## src/bse_pkg.sv

```systemverilog
package bse_pkg;

   // Storage sizes
   localparam int CTRL_DEPTH  = 256;
   localparam int CTRL_ADDR_W = 8;
   localparam int KNOT_DEPTH  = 32;
   localparam int KNOT_IDX_W  = 5;
   localparam int ROW_DEPTH   = 32;

   // Number formats
   localparam int VAL_W   = 17;
   localparam int BASIS_W = 18;
   localparam int COORD_W = 32;

   localparam logic [VAL_W-1:0]   ONE_Q16   = 17'h10000;
   localparam logic [BASIS_W-1:0] BASIS_MAX = 18'h3FFFF;

   // Stream payload widths
   localparam int REQ_DATA_W = 160;
   localparam int RSP_DATA_W = 96;

   // Divider operand widths
   localparam int DIV_NUM_W = 35;
   localparam int DIV_DEN_W = 17;
   localparam int DIV_CNT_W = 6;

   typedef enum logic [1:0] {
      CMD_LOAD_POINT  = 2'd0,
      CMD_LOAD_U_KNOT = 2'd1,
      CMD_LOAD_V_KNOT = 2'd2,
      CMD_EVAL        = 2'd3
   } cmd_type;

   typedef enum logic [1:0] {
      CSR_U_LAST   = 2'd0,
      CSR_V_LAST   = 2'd1,
      CSR_U_DEGREE = 2'd2,
      CSR_V_DEGREE = 2'd3
   } csr_index_type;

   typedef struct packed {
      logic                 start;
      logic [DIV_NUM_W-1:0] num;
      logic [DIV_DEN_W-1:0] den;
   } div_req_type;

   typedef struct packed {
      logic                 busy;
      logic                 done;
      logic [DIV_NUM_W-1:0] quo;
   } div_rsp_type;

endpackage

```

## src/bse_div.sv

```systemverilog
module bse_div import bse_pkg::*; (
   input  logic        clock,
   input  logic        reset,
   input  div_req_type req,
   output div_rsp_type rsp
);

   logic                 busy_ff, busy_in;
   logic                 done_ff, done_in;
   logic [DIV_CNT_W-1:0] cnt_ff, cnt_in;
   logic [DIV_DEN_W-1:0] rem_ff, rem_in;
   logic [DIV_DEN_W-1:0] den_ff, den_in;
   logic [DIV_NUM_W-1:0] quo_ff, quo_in;
   logic [DIV_DEN_W:0]   trial;
   logic [DIV_DEN_W:0]   diff;
   logic                 fits;

   // One restoring step: bring down the next dividend bit and try the divisor.
   assign trial = {rem_ff, quo_ff[DIV_NUM_W-1]};
   assign diff  = trial - {1'b0, den_ff};
   assign fits  = trial >= {1'b0, den_ff};

   always_comb begin
      busy_in = busy_ff;
      done_in = 1'b0;
      cnt_in  = cnt_ff;
      rem_in  = rem_ff;
      den_in  = den_ff;
      quo_in  = quo_ff;
      if (req.start) begin
         busy_in = 1'b1;
         cnt_in  = DIV_CNT_W'(DIV_NUM_W - 1);
         rem_in  = '0;
         den_in  = req.den;
         quo_in  = req.num;
      end else if (busy_ff) begin
         rem_in = fits ? diff[DIV_DEN_W-1:0] : trial[DIV_DEN_W-1:0];
         quo_in = {quo_ff[DIV_NUM_W-2:0], fits};
         cnt_in = cnt_ff - 1'b1;
         if (cnt_ff == '0) begin
            busy_in = 1'b0;
            done_in = 1'b1;
         end
      end
   end

   always_ff @(posedge clock) begin
      if (reset) begin
         busy_ff <= 1'b0;
         done_ff <= 1'b0;
      end else begin
         busy_ff <= busy_in;
         done_ff <= done_in;
      end
      cnt_ff <= cnt_in;
      rem_ff <= rem_in;
      den_ff <= den_in;
      quo_ff <= quo_in;
   end

   assign rsp.busy = busy_ff;
   assign rsp.done = done_ff;
   assign rsp.quo  = quo_ff;

endmodule

```

## config.mk

```make
export PLATFORM = sky130hd
export DESIGN_NAME = bse_div
export DESIGN_NICKNAME = d
export VERILOG_FILES = /design/src/bse_pkg.sv /design/src/bse_div.sv
export SDC_FILE = /design/constraint.sdc
export NUM_CORES = 1
export LEC_CHECK = 0
export BUFFER_PORTS_ARGS = -buffer_cell sky130_fd_sc_hd__buf_2
export CAP_MARGIN = 30
export CORE_UTILIZATION = 44
export CTS_CLUSTER_DIAMETER = 80
export DETAILED_ROUTE_END_ITERATION = 12
export PLACE_DENSITY = 0.72
export SYNTH_ARGS = -nofsm -noshare
export SYNTH_HDL_FRONTEND = slang
export SYNTH_SLANG_ARGS = --single-unit
```

## constraint.sdc

```tcl
create_clock -name clock -period 3.1 [get_ports clock]
set_input_delay 0.155 -clock clock [delete_from_list [all_inputs] [get_ports clock]]
set_output_delay 0.155 -clock clock [all_outputs]
set_load 0.01 [all_outputs]
```

==> summary.txt, run 1 <==
Timing
  • Final worst-path cycle share: 0.9202
  • Relative slew slack: 0.6050
  • Final setup TNS: 0 ns
  • Fin crit period: 2.853 ns
  • Max Clock Freq: roughly 0.35 GHz
  • Fin worst setup slack: 0.2473 ns
  • Hold violation count in the final report: 0
  • Setup repair after global routing missed its margin: false
  • Slew @ Worst Pin: between 0.5 and 0.6 ns
  • Setup skew after layout: 0.008507 ns
  • Final Setup Violations: 0
  • Pins over their slew limit: 0

Outcome
  • Status: completed

Worst setup path
  • Count of buffering cells on the critical path with inverters included: 3
  • Required time of the worst setup path: 3.36 ns
  • CP max-delay cell: sky130_fd_sc_hd__edfxtp_1
  • Family with the most delay on the worst path: compound AO/OA/AOI/OAI gates
  • Critical register-to-register path endpoint: rem_ff[4]
  • Arrival time at the worst endpoint: 3.11 ns
  • Cell with the most instances on the worst path: sky130_fd_sc_hd__inv_1
  • Worst setup EP type: flip-flop
  • Type of origin of the critical path: flip-flop
  • Crit path cell chain: inv_1 -> ha_1 -> inv_1 -> fa_1 -> a21o_1 -> a221oi_4 -> o221ai_2 -> a21oi_4 -> buf_4 -> a21oi_1 -> a211oi_1
  • Count of cells along the worst register-to-register path: 11
  • Max FO, Critical Path: 18
  • R2R Setup Slk: 0.25 ns
  • Delay of the slowest cell on the worst path: 0.43 ns
  • Critical path type: flip-flop to flip-flop
  • Start of the worst register-to-register path: quo_ff[34]

Floorplan
  • Number of core rows: 34
  • I/O Pins: 92
  • Area of the core region: a little under 0.009 sq mm
  • Initial core utilization: 0.4526
  • Floorplan die height: 96.48 microns
  • Die Area: 0.009308 sq mm
  • Die span in x: 96.48 microns

Logic synthesis
  • Number of storage elements in the synthesis netlist: 77
  • Cell variety after synth: 45
  • Count of synthesis-stage warnings from yosys: 0
  • Number of enable-type register cells in the synthesized netlist: 52
  • Netlist area before placement: a little under 0.004 sq mm
  • Sequential cell area fraction in the yosys report: 0.5250
  • Cell count after synthesis: between 300 and 400
  • Async set-or-reset flop fraction in the synthesized netlist: 0
  • Mapped Nets: 413
  • Most used flip-flop cell after synthesis: sky130_fd_sc_hd__edfxtp_1
  • Average size of a mapped cell: between 10 and 15 sq um

Global route
  • Via count of the first global-routing pass: 2729
  • Initial antenna violation count: 0
  • First-pass GRT wire length: about 13000 microns
  • Pin count of the biggest net entering global routing: 41
  • GRT overflow: 0
  • Global Route Usage Sum: 0.1781

Final layout
  • Inserted Diodes: 0
  • Fill cell total of the finished layout: 767
  • Ratio of cells with drive above 1 in the final layout: 0.3400
  • Utilization after layout: 0.5588
  • Synth-to-Final Area Change: 23.48%
  • Number of nets in the layout: around 520

Placement
  • DP Wirelength: between 5000 and 6000 microns
  • Placer Congestion: 0.8115
  • PortBufs: 91
  • Setup WS pre-CTS: around 0.30 ns

Run
  • Max capacitance violation total: 0

Clocking
  • Clock slew seen by the registers of the worst setup and hold paths: roughly 0.1 ns
  • Buffer depth of the longest clock path: 2
  • Number of CTS-inserted buffers: 9
  • CTS tree: done
  • CTS Sinks: 77
  • Number of buffers added for setup after CTS: 0
  • Clock insertion delay at the later pin of the skew report: 0.36 ns
  • Number of H-tree branching levels: 3
  • Buffer cell driving the clock tree root: sky130_fd_sc_hd__clkbuf_8

Min path
  • Hold EP: quo_ff[17]
  • Worst min path class: primary input to flip-flop
  • Number of cells traversed by the worst hold path: 2
  • Start point of the worst hold path: req[34]

Route
  • Vias per std cell: between 5 and 6
  • Total number of vias: 2899
  • Initial drt markers: about 150
  • Routed wirelength normalized by instance count: 14.06 microns
  • Number of iterations in the first detailed-routing pass: 4
  • Residual DRC count: 0
  • Sum of routed wire length over all layers: 7888 microns
  • Post-detailed-route count of antenna-violating nets: 0

Power and ir drop
  • Power per cell area: roughly 510 mW/mm^2
  • Peak VDD IR: ~310 uV
  • Leak: approximately 2.1 nW
[logic make-up after synthesis]
family	synth area share
AND/OR/NAND/NOR	0.08824
flip-flops	0.5250
AO/OA/AOI/OAI	0.1293
multiplexers	0.1105
buffers and inverters	0.04333
adder cells (fa/ha/maj)	0.06563
XOR/XNOR	0.03791
[cells in the final DEF, fill, tap and decap left out, drive strengths merged, types with 11 or more instances in the layout]
master / instances
a211oi: 11
edfxtp: 52
nand2: 16
inv: 25
xnor2: 12
a21oi: 19
buf: 97
mux2: 35
nor2: 34
dlygate4sd3: 18
ha: 19
o21ai: 11
dfxtp: 25
[synthesized netlist by cell type (2+ instances only)]
cell	n	share of area
sky130_fd_sc_hd__nand4_1	2	0.0032
sky130_fd_sc_hd__xor2_1	5	0.011
sky130_fd_sc_hd__a21oi_1	18	0.023
sky130_fd_sc_hd__dfxtp_1	25	0.13
sky130_fd_sc_hd__buf_6	2	0.0057
sky130_fd_sc_hd__a21o_1	7	0.013
sky130_fd_sc_hd__and3_1	2	0.0032
sky130_fd_sc_hd__or2_2	2	0.0032
sky130_fd_sc_hd__a32oi_1	5	0.011
sky130_fd_sc_hd__o21a_1	5	0.0096
sky130_fd_sc_hd__a211oi_1	11	0.021
sky130_fd_sc_hd__nand2b_1	5	0.0080
sky130_fd_sc_hd__o21bai_1	2	0.0038
sky130_fd_sc_hd__edfxtp_1	52	0.40
sky130_fd_sc_hd__nor2_1	34	0.032
sky130_fd_sc_hd__nor3_1	6	0.0076
sky130_fd_sc_hd__o21ai_0	10	0.013
sky130_fd_sc_hd__ha_1	19	0.061
sky130_fd_sc_hd__nor2b_1	2	0.0032
sky130_fd_sc_hd__nand3_1	5	0.0064
sky130_fd_sc_hd__nand2_1	16	0.015
sky130_fd_sc_hd__clkbuf_1	7	0.0067
sky130_fd_sc_hd__mux2_2	35	0.10
sky130_fd_sc_hd__mux2i_1	4	0.010
sky130_fd_sc_hd__inv_1	22	0.021
sky130_fd_sc_hd__xnor2_1	12	0.027
sky130_fd_sc_hd__buf_1	3	0.0029
sky130_fd_sc_hd__buf_4	3	0.0057
[worst reg2reg max path, delay by kind of cell, from the launching register on]
kind	cells	cell delay, ns
adder cells (fa/ha/maj)	2	0.55
buffers and inverters	3	0.40
AO/OA/AOI/OAI	6	1.37
flip-flops	1	0.43
[stage by stage]
step | instance area, sq um | hold slack, ns | instances | total power, W
floorplan | 3928 | 0.2274 | 338 | 0.001586
global placement | 4476 | 0.3317 | 527 | 0.001723
detailed placement | 4476 | 0.3332 | 527 | 0.001733
CTS | 4850 | 0.07027 | 561 | 0.002493
global route | 4850 | 0.06742 | 561 | 0.002602
finish | 4850 | 0.08942 | 561 | 0.002464
[layout make-up]
| type | instances | area [sq um] | share of cell area |
|---|---|---|---|
| clock buffer | 9 | 123.9 | 0.02554 |
| clock inverter | 7 | 70.07 | 0.01445 |
| inverter | 22 | 82.58 | 0.01703 |
| multi-input combinational | 223 | 1695 | 0.3496 |
| sequential | 77 | 2062 | 0.4252 |
| tap | 108 | 135.1 | 0.02786 |
| timing repair buffer | 115 | 680.7 | 0.1404 |
[worst max path at each step]
stage,slack (ns),from,to,cells past startpoint
6_report,0.25,quo_ff[34],rem_ff[4],11
2_1_floorplan,0.56,quo_ff[34],rem_ff[15],11
3_5_place_dp,0.30,quo_ff[34],rem_ff[9],11
4_1_cts,0.24,quo_ff[34],rem_ff[7],11
5_1_grt,0.03,quo_ff[34],rem_ff[7],11
3_3_place_gp,0.41,quo_ff[34],rem_ff[5],11
[where the power goes]
group          switching, W  internal [W]
registers         0.0000480       0.00120
logic              0.000251      0.000233
clock network      0.000423      0.000311
[what timing repair did]
| action | in CTS | in global routing |
|---|---|---|
| hold endpoints to repair | 19 | 0 |
| gates resized for setup | 0 | 0 |
| hold buffers | 18 | 0 |
[state kept, by name (all words and copies together) (netlist names)]
| signal | cells |
|---|---|
| quo_ff | 35 |
| den_ff | 17 |
| rem_ff | 17 |
| cnt_ff | 6 |
| busy_ff | 1 |
| done_ff | 1 |
[layer usage]
layer,global-route usage,wire [microns]
met5,0,0
met1,0.2323,3627
met4,0.09191,203
met2,0.2752,3645
met3,0.04225,411
(Power assumes the default switching activity.)
==> run 2: changes to the inputs <==
--- a/config.mk
+++ b/config.mk
@@ -7,10 +7,13 @@
 export LEC_CHECK = 0
 export BUFFER_PORTS_ARGS = -buffer_cell sky130_fd_sc_hd__buf_2
 export CAP_MARGIN = 30
-export CORE_UTILIZATION = 44
+export CELL_PAD_IN_SITES_DETAIL_PLACEMENT = 1
+export CELL_PAD_IN_SITES_GLOBAL_PLACEMENT = 1
+export CORE_ASPECT_RATIO = 0.9
+export CORE_UTILIZATION = 42
 export CTS_CLUSTER_DIAMETER = 80
 export DETAILED_ROUTE_END_ITERATION = 12
-export PLACE_DENSITY = 0.72
+export PLACE_DENSITY = 0.84
 export SYNTH_ARGS = -nofsm -noshare
 export SYNTH_HDL_FRONTEND = slang
 export SYNTH_SLANG_ARGS = --single-unit
==> run 2 against run 1 <==
  * Clock skew increased by 0.0024 ns
  * Non-clock buffer count rose by 3
  * Clock-buffer cell count grew 2
  * Maximum frequency fell by 2.0%
  * Final cell count increased by 3.2%
  * Worst hold slack better by 0.0098 ns
  * Critical endpoint is now rem_ff[3]
  * Largest cell class unchanged
  * Largest power group unchanged
==> summary.txt, run 2 (synthesized netlist as in run 1, its figures left out) <==
Outcome
  • Status: completed

Timing
  • Setup skew after layout: 0.01092 ns (+0.002416 ns)
  • Relative slew slack: 0.5897 (-0.01534)
  • Final setup TNS: 0 ns (unchanged)
  • Fin crit period: 2.912 ns (+0.05900 ns)
  • Slew @ Worst Pin: 0.6069 ns (+0.02269 ns)
  • Final worst-path cycle share: 0.9393 (+0.01903)
  • Max Clock Freq: 0.3434 GHz (-2.0%)
  • Setup repair after global routing missed its margin: false
  • Hold violation count in the final report: 0 (unchanged)
  • Pins over their slew limit: 0 (unchanged)
  • Final Setup Violations: 0 (unchanged)

Power and ir drop
  • Leak: 2.135 nW (+1.5%)
  • Peak VDD IR: 284.3 uV (-9.5%)
  • Power per cell area: 522.1 mW/mm^2 (+2.8%)

Route
  • Total number of vias: 3032 (+4.6%)
  • Routed wirelength normalized by instance count: 16.70 microns (+19%)
  • Post-detailed-route count of antenna-violating nets: 0 (unchanged)
  • Vias per std cell: 5.237 (+1.3%)
  • Residual DRC count: 0 (unchanged)
  • Sum of routed wire length over all layers: 9668 microns (+23%)
  • Number of iterations in the first detailed-routing pass: 4 (unchanged)
  • Initial drt markers: 95 (-36%)

Worst setup path
  • Worst setup EP type: flip-flop
  • Family with the most delay on the worst path: compound AO/OA/AOI/OAI gates
  • Delay of the slowest cell on the worst path: 0.44 ns (about the same)
  • Cell with the most instances on the worst path: sky130_fd_sc_hd__inv_1
  • Crit path cell chain: inv_1 -> ha_1 -> inv_1 -> fa_1 -> a21o_1 -> a221oi_4 -> o221ai_4 -> a21oi_4 -> buf_12 -> nor2_1 -> a21oi_1 -> a211oi_1
  • Count of buffering cells on the critical path with inverters included: 3 (unchanged)
  • Arrival time at the worst endpoint: 3.12 ns (about the same)
  • Required time of the worst setup path: 3.31 ns (-0.05 ns)
  • Max FO, Critical Path: 21 (+3)
  • Type of origin of the critical path: flip-flop
  • CP max-delay cell: sky130_fd_sc_hd__edfxtp_1
  • Critical path type: flip-flop to flip-flop

Floorplan
  • Floorplan die height: 93.74 microns (-2.8%)
  • I/O Pins: 92 (unchanged)
  • Die Area: 0.009742 sq mm (+4.7%)
  • Area of the core region: 0.009084 sq mm (+4.7%)
  • Die span in x: 103.9 microns (+7.7%)
  • Initial core utilization: 0.4324 (-0.02020)
  • Number of core rows: 33 (-2.9%)

Clocking
  • Number of CTS-inserted buffers: 9 (unchanged)
  • Buffer cell driving the clock tree root: sky130_fd_sc_hd__clkbuf_8
  • Number of H-tree branching levels: 3 (unchanged)
  • Buffer depth of the longest clock path: 2 (unchanged)
  • Clock insertion delay at the later pin of the skew report: 0.35 ns (about the same)
  • CTS tree: done
  • Clock slew seen by the registers of the worst setup and hold paths: 0.09 ns (about the same)
  • CTS Sinks: 77 (unchanged)

Run
  • Max capacitance violation total: 0 (unchanged)

Global route
  • Via count of the first global-routing pass: 3060 (+12%)
  • GRT overflow: 0 (unchanged)
  • Pin count of the biggest net entering global routing: 45 (+9.8%)
  • Global routing usage on met2: 0.3572 (+0.08199)
  • Highest-utilization routing layer at the global route stage: met2
  • First-pass GRT wire length: 14990 microns (+19%)
  • Global Route Usage Sum: 0.1975 (+0.01947)
  • Initial antenna violation count: 0 (unchanged)
  • Global routing met1 resource utilization: 0.2360 (+0.003682)
  • Met3 layer usage reported by global route: 0.03883 (-0.003419)

Placement
  • PortBufs: 91 (unchanged)
  • Placed Area: 0.004498 sq mm (+0.50%)
  • DP Wirelength: 6759 microns (+22%)
  • Placer Congestion: 0.8114 (about the same)

Final layout
  • Fill cell total of the finished layout: 1024 (+34%)
  • Final design area excluding fillers: 0.004937 sq mm (+1.8%)
  • Leading registers by flop count: quo_ff: 35 flops, den_ff: 17 flops, rem_ff: 17 flops
  • Most used cells in the layout excluding fill and tap cells: sky130_fd_sc_hd__buf_2, sky130_fd_sc_hd__edfxtp_1, sky130_fd_sc_hd__mux2_2
  • Flip-flop count of the largest register after layout: 35 (unchanged)
  • Most common library cell in the layout ignoring fill and taps: sky130_fd_sc_hd__buf_2
  • Synth-to-Final Area Change: 25.71%
  • Largest register by flop count: quo_ff
  • Inserted Diodes: 0 (unchanged)
  • Ratio of cells with drive above 1 in the final layout: 0.3435 (+0.003589)
  • Number of nets in the layout: 527 (+0.76%)

Min path
  • Worst min path class: primary input to flip-flop
## run 2: metrics by stage
step           hold slack [ns]  std cells  total power [W]  setup slack, ns  utilization
2_1_floorplan           0.2274        338         0.001586           0.5641            -
3_5_place_dp            0.3333        540         0.001753           0.2039       0.4952
5_1_grt                0.08284        579         0.002697         0.007653       0.5435
4_1_cts                0.08057        574         0.002586           0.1142       0.5380
3_3_place_gp            0.3316        540         0.001726           0.3624       0.4952
6_report               0.09924        579         0.002578           0.1883       0.5435
## run 2: final timing paths
kind / from / slack, ns / cells past startpoint / end
setup / recovery: quo_ff[34] / 0.19 / 12 / rem_ff[3]
hold / removal: req[26] / 0.1 / 2 / quo_ff[9]
hold reg to reg: rem_ff[5] / 0.53 / 2 / rem_ff[5]
setup reg to reg: quo_ff[34] / 0.19 / 12 / rem_ff[3]
## run 2: routing by layer
layer | part of all wire | up-vias
met4 | 0.014 | 0
met2 | 0.52 | 55
met3 | 0.024 | 12
met5 | 0 | -
met1 | 0.44 | 1505
li1 | - | 1460
## run 2: where the power goes
group	switching (W)	internal, W
clock	0.000391	0.000422
combinational	0.000272	0.000241
sequential	0.0000544	0.00120
total	0.000717	0.00186
## run 2: repair_timing
| action | 4_1_cts | 5_1_grt |
|---|---|---|
| resized for setup | 0 | 1 |
| hold buffers | 18 | 0 |
| endpoints found under the setup margin | 0 | 8 |
| buffers inserted | 0 | 4 |
| endpoints found under the hold margin | 19 | 0 |
## run 2: cell type report
type / instances / area [sq um] / share of cell area
Inverter: 22 / 82.58 / 0.01673
Clock buffer: 11 / 152.6 / 0.03092
Sequential cell: 77 / 2062 / 0.4176
Tap cell: 122 / 152.6 / 0.03092
Clock inverter: 5 / 56.30 / 0.01140
Multi-Input combinational cell: 224 / 1715 / 0.3474
Timing Repair Buffer: 118 / 715.7 / 0.1450
==> run 3: changes to the inputs <==
--- a/config.mk
+++ b/config.mk
@@ -13,7 +13,7 @@
 export CORE_UTILIZATION = 42
 export CTS_CLUSTER_DIAMETER = 80
 export DETAILED_ROUTE_END_ITERATION = 12
-export PLACE_DENSITY = 0.84
+export PLACE_DENSITY_LB_ADDON = 0.1
 export SYNTH_ARGS = -nofsm -noshare
 export SYNTH_HDL_FRONTEND = slang
 export SYNTH_SLANG_ARGS = --single-unit
==> run 3 against run 2 <==
  * Critical path depth down 1
  * Global-route usage is 1.3 points lower
  * Sequential cell count is the same
  * Total power decreased by 3.6%
  * Wire length is 10% lower
  * Final cell count fell by 0.69%
  * Combinational power is 4.3% lower
  * Via count is 4.7% lower
==> summary.txt, run 3 (synthesized netlist as in run 1, its figures left out) <==
Outcome
  • Status: completed

Route
  • Routed wirelength normalized by instance count: 15.09 microns (-9.6%)
  • Number of iterations in the first detailed-routing pass: 4 (unchanged)
  • Top Layer Used: met4
  • Initial drt markers: 97 (+2.1%)
  • Sum of routed wire length over all layers: 8676 microns (-10%)
  • Met1 WL: 3997 microns (-5.9%)
  • Vias per std cell: 5.024 (-4.1%)
  • Total number of vias: 2889 (-4.7%)
  • Met3 Wirelength: 376 microns (+59%)
  • Met2 WL: 4215 microns (-17%)
  • Residual DRC count: 0 (unchanged)
  • Post-detailed-route count of antenna-violating nets: 0 (unchanged)

Timing
  • Final worst-path cycle share: 0.9326 (-0.006673)
  • Slew @ Worst Pin: 0.6734 ns (+0.06643 ns)
  • Fin worst setup slack: 0.2090 ns (+0.02069 ns)
  • Hold violation count in the final report: 0 (unchanged)
  • Relative slew slack: 0.5448 (-0.04491)
  • Final setup TNS: 0 ns (unchanged)
  • Fin crit period: 2.891 ns (-0.02069 ns)
  • Setup repair after global routing missed its margin: false
  • Final Setup Violations: 0 (unchanged)
  • Max Clock Freq: 0.3459 GHz (+0.72%)
  • Setup skew after layout: 0.01242 ns (+0.001501 ns)
  • Pins over their slew limit: 0 (unchanged)

Clocking
  • Buffer depth of the longest clock path: 2 (unchanged)
  • CTS resizes: 0 (unchanged)
  • CTS tree: done
  • Buffer cell driving the clock tree root: sky130_fd_sc_hd__clkbuf_8
  • Number of H-tree branching levels: 3 (unchanged)
  • Clock insertion delay at the later pin of the skew report: 0.35 ns (about the same)
  • Number of CTS-inserted buffers: 9 (unchanged)
  • CTS Sinks: 77 (unchanged)
  • Clock slew seen by the registers of the worst setup and hold paths: 0.09 ns (about the same)

Worst setup path
  • Delay of the slowest cell on the worst path: 0.43 ns (about the same)
  • Type of origin of the critical path: flip-flop
  • Arrival time at the worst endpoint: 3.11 ns (about the same)
  • Worst setup EP type: flip-flop
  • Critical path type: flip-flop to flip-flop
  • Cell with the most instances on the worst path: sky130_fd_sc_hd__inv_1
  • Family with the most delay on the worst path: compound AO/OA/AOI/OAI gates
  • Required time of the worst setup path: 3.32 ns (about the same)
  • Crit path cell chain: inv_1 -> ha_1 -> inv_1 -> fa_1 -> a21o_1 -> a221oi_4 -> o221ai_2 -> a21oi_4 -> buf_12 -> mux2i_1 -> a211oi_1
  • Count of buffering cells on the critical path with inverters included: 3 (unchanged)
  • CP max-delay cell: sky130_fd_sc_hd__edfxtp_1
  • Max FO, Critical Path: 23 (+9.5%)

Global route
  • Pin count of the biggest net entering global routing: 38 (-16%)
  • GRT overflow: 0 (unchanged)
  • First-pass GRT wire length: 14030 microns (-6.4%)
  • Initial antenna violation count: 1 (+1)
  • Via count of the first global-routing pass: 2897 (-5.3%)
  • Global Route Usage Sum: 0.1849 (-0.01266)

Floorplan
  • Die Area: 0.009742 sq mm (unchanged)
  • I/O Pins: 92 (unchanged)
  • Area of the core region: 0.009084 sq mm (unchanged)
  • Floorplan die height: 93.74 microns (unchanged)
  • Number of core rows: 33 (unchanged)
  • Initial core utilization: 0.4324 (unchanged)
  • Die span in x: 103.9 microns (unchanged)

Final layout
  • Most used cells in the layout excluding fill and tap cells: sky130_fd_sc_hd__buf_2, sky130_fd_sc_hd__edfxtp_1, sky130_fd_sc_hd__mux2_2
  • Fill cell total of the finished layout: 999 (-2.4%)
  • Ratio of cells with drive above 1 in the final layout: 0.3385 (-0.005049)
  • Largest register by flop count: quo_ff
  • Most common library cell in the layout ignoring fill and taps: sky130_fd_sc_hd__buf_2
  • Leading registers by flop count: quo_ff: 35 flops, den_ff: 17 flops, rem_ff: 17 flops
  • Flip-flop count of the largest register after layout: 35 (unchanged)
  • Number of nets in the layout: 522 (-0.95%)
  • Synth-to-Final Area Change: 24.02%

Run
  • Max capacitance violation total: 0 (unchanged)

Power and ir drop
  • Leak: 2.109 nW (-1.2%)
  • Power per cell area: 510.2 mW/mm^2 (-2.3%)
  • Peak VDD IR: 257.8 uV (-9.3%)

Placement
  • Setup WS pre-CTS: 0.2319 ns (+0.02797 ns)
  • DP Wirelength: 6228 microns (-7.9%)
  • Placer Congestion: 0.7668 (-5.5%)
  • PortBufs: 91 (unchanged)

Min path
  • Worst min path class: primary input to flip-flop
-- run 3: cell types whose count changed in the layout (fill, tap and decap cells not counted) --
cell	delta
sky130_fd_sc_hd__buf_4	-4
sky130_fd_sc_hd__clkinv_2	+2
sky130_fd_sc_hd__a21oi_2	-1
sky130_fd_sc_hd__clkbuf_1	-1
sky130_fd_sc_hd__clkbuf_16	-1
sky130_fd_sc_hd__clkinv_4	+1
sky130_fd_sc_hd__diode_2	+1
sky130_fd_sc_hd__inv_6	-1
sky130_fd_sc_hd__o221ai_2	+1
sky130_fd_sc_hd__o221ai_4	-1
-- run 3: layout make-up --
class | count | area [sq um] | area share
clock inverters | 7 | 66.31 | 0.01361
flip-flops and latches | 77 | 2062 | 0.4233
diodes | 1 | 2.502 | 0.0005137
repair buffers | 114 | 685.7 | 0.1408
multi-input cells | 223 | 1695 | 0.3481
clock buffers | 9 | 123.9 | 0.02543
well taps | 122 | 152.6 | 0.03134
inverters | 22 | 82.58 | 0.01695
-- run 3: timing repair --
item,4_1_cts,5_1_grt
buffers inserted,0,0
hold buffers,18,0
endpoints found under the setup margin,0,0
endpoints found under the hold margin,19,0
-- run 3: metal layers --
| layer | vias up | track usage |
|---|---|---|
| li1 | 1454 | - |
| met1 | 1374 | 0.2305 |
| met2 | 54 | 0.3089 |
| met3 | 7 | 0.05409 |
| met4 | 0 | 0.06071 |
| met5 | - | 0 |
-- run 3: power by group --
part | switching, W | internal, W
logic | 0.000257 | 0.000234
registers | 0.0000479 | 0.00120
clock network | 0.000381 | 0.000367
-- run 3: metrics by stage --
stage	cell area, sq um	cells	total power, W	hold slack [ns]	util
after floorplan	3928	338	0.001586	0.2274	-
after global placement	4498	540	0.001731	0.3309	0.4952
after detailed placement	4498	540	0.001745	0.3334	0.4952
after CTS	4868	574	0.002523	0.07733	0.5360
after global routing	4868	574	0.002610	0.08217	0.5360
final	4871	575	0.002485	0.1022	0.5362
-- run 3: path summary, 6_finish.rpt --
path | start | end | slack, ns | cells past startpoint
worst max-delay path | quo_ff[34] | rem_ff[1] | 0.21 | 11
worst min-delay path | req[34] | quo_ff[17] | 0.10 | 2
worst max register to register | quo_ff[34] | rem_ff[1] | 0.21 | 11
worst min register to register | rem_ff[2] | rem_ff[2] | 0.51 | 2
-- run 3: worst register-to-register path, stage by stage, from the launching register on --
cell	delay [ns]
sky130_fd_sc_hd__edfxtp_1	0.43
sky130_fd_sc_hd__inv_1	0.09
sky130_fd_sc_hd__ha_1	0.16
sky130_fd_sc_hd__inv_1	0.05
sky130_fd_sc_hd__fa_1	0.41
sky130_fd_sc_hd__a21o_1	0.25
sky130_fd_sc_hd__a221oi_4	0.34
sky130_fd_sc_hd__o221ai_2	0.20
sky130_fd_sc_hd__a21oi_4	0.31
sky130_fd_sc_hd__buf_12	0.21
sky130_fd_sc_hd__mux2i_1	0.21
sky130_fd_sc_hd__a211oi_1	0.09
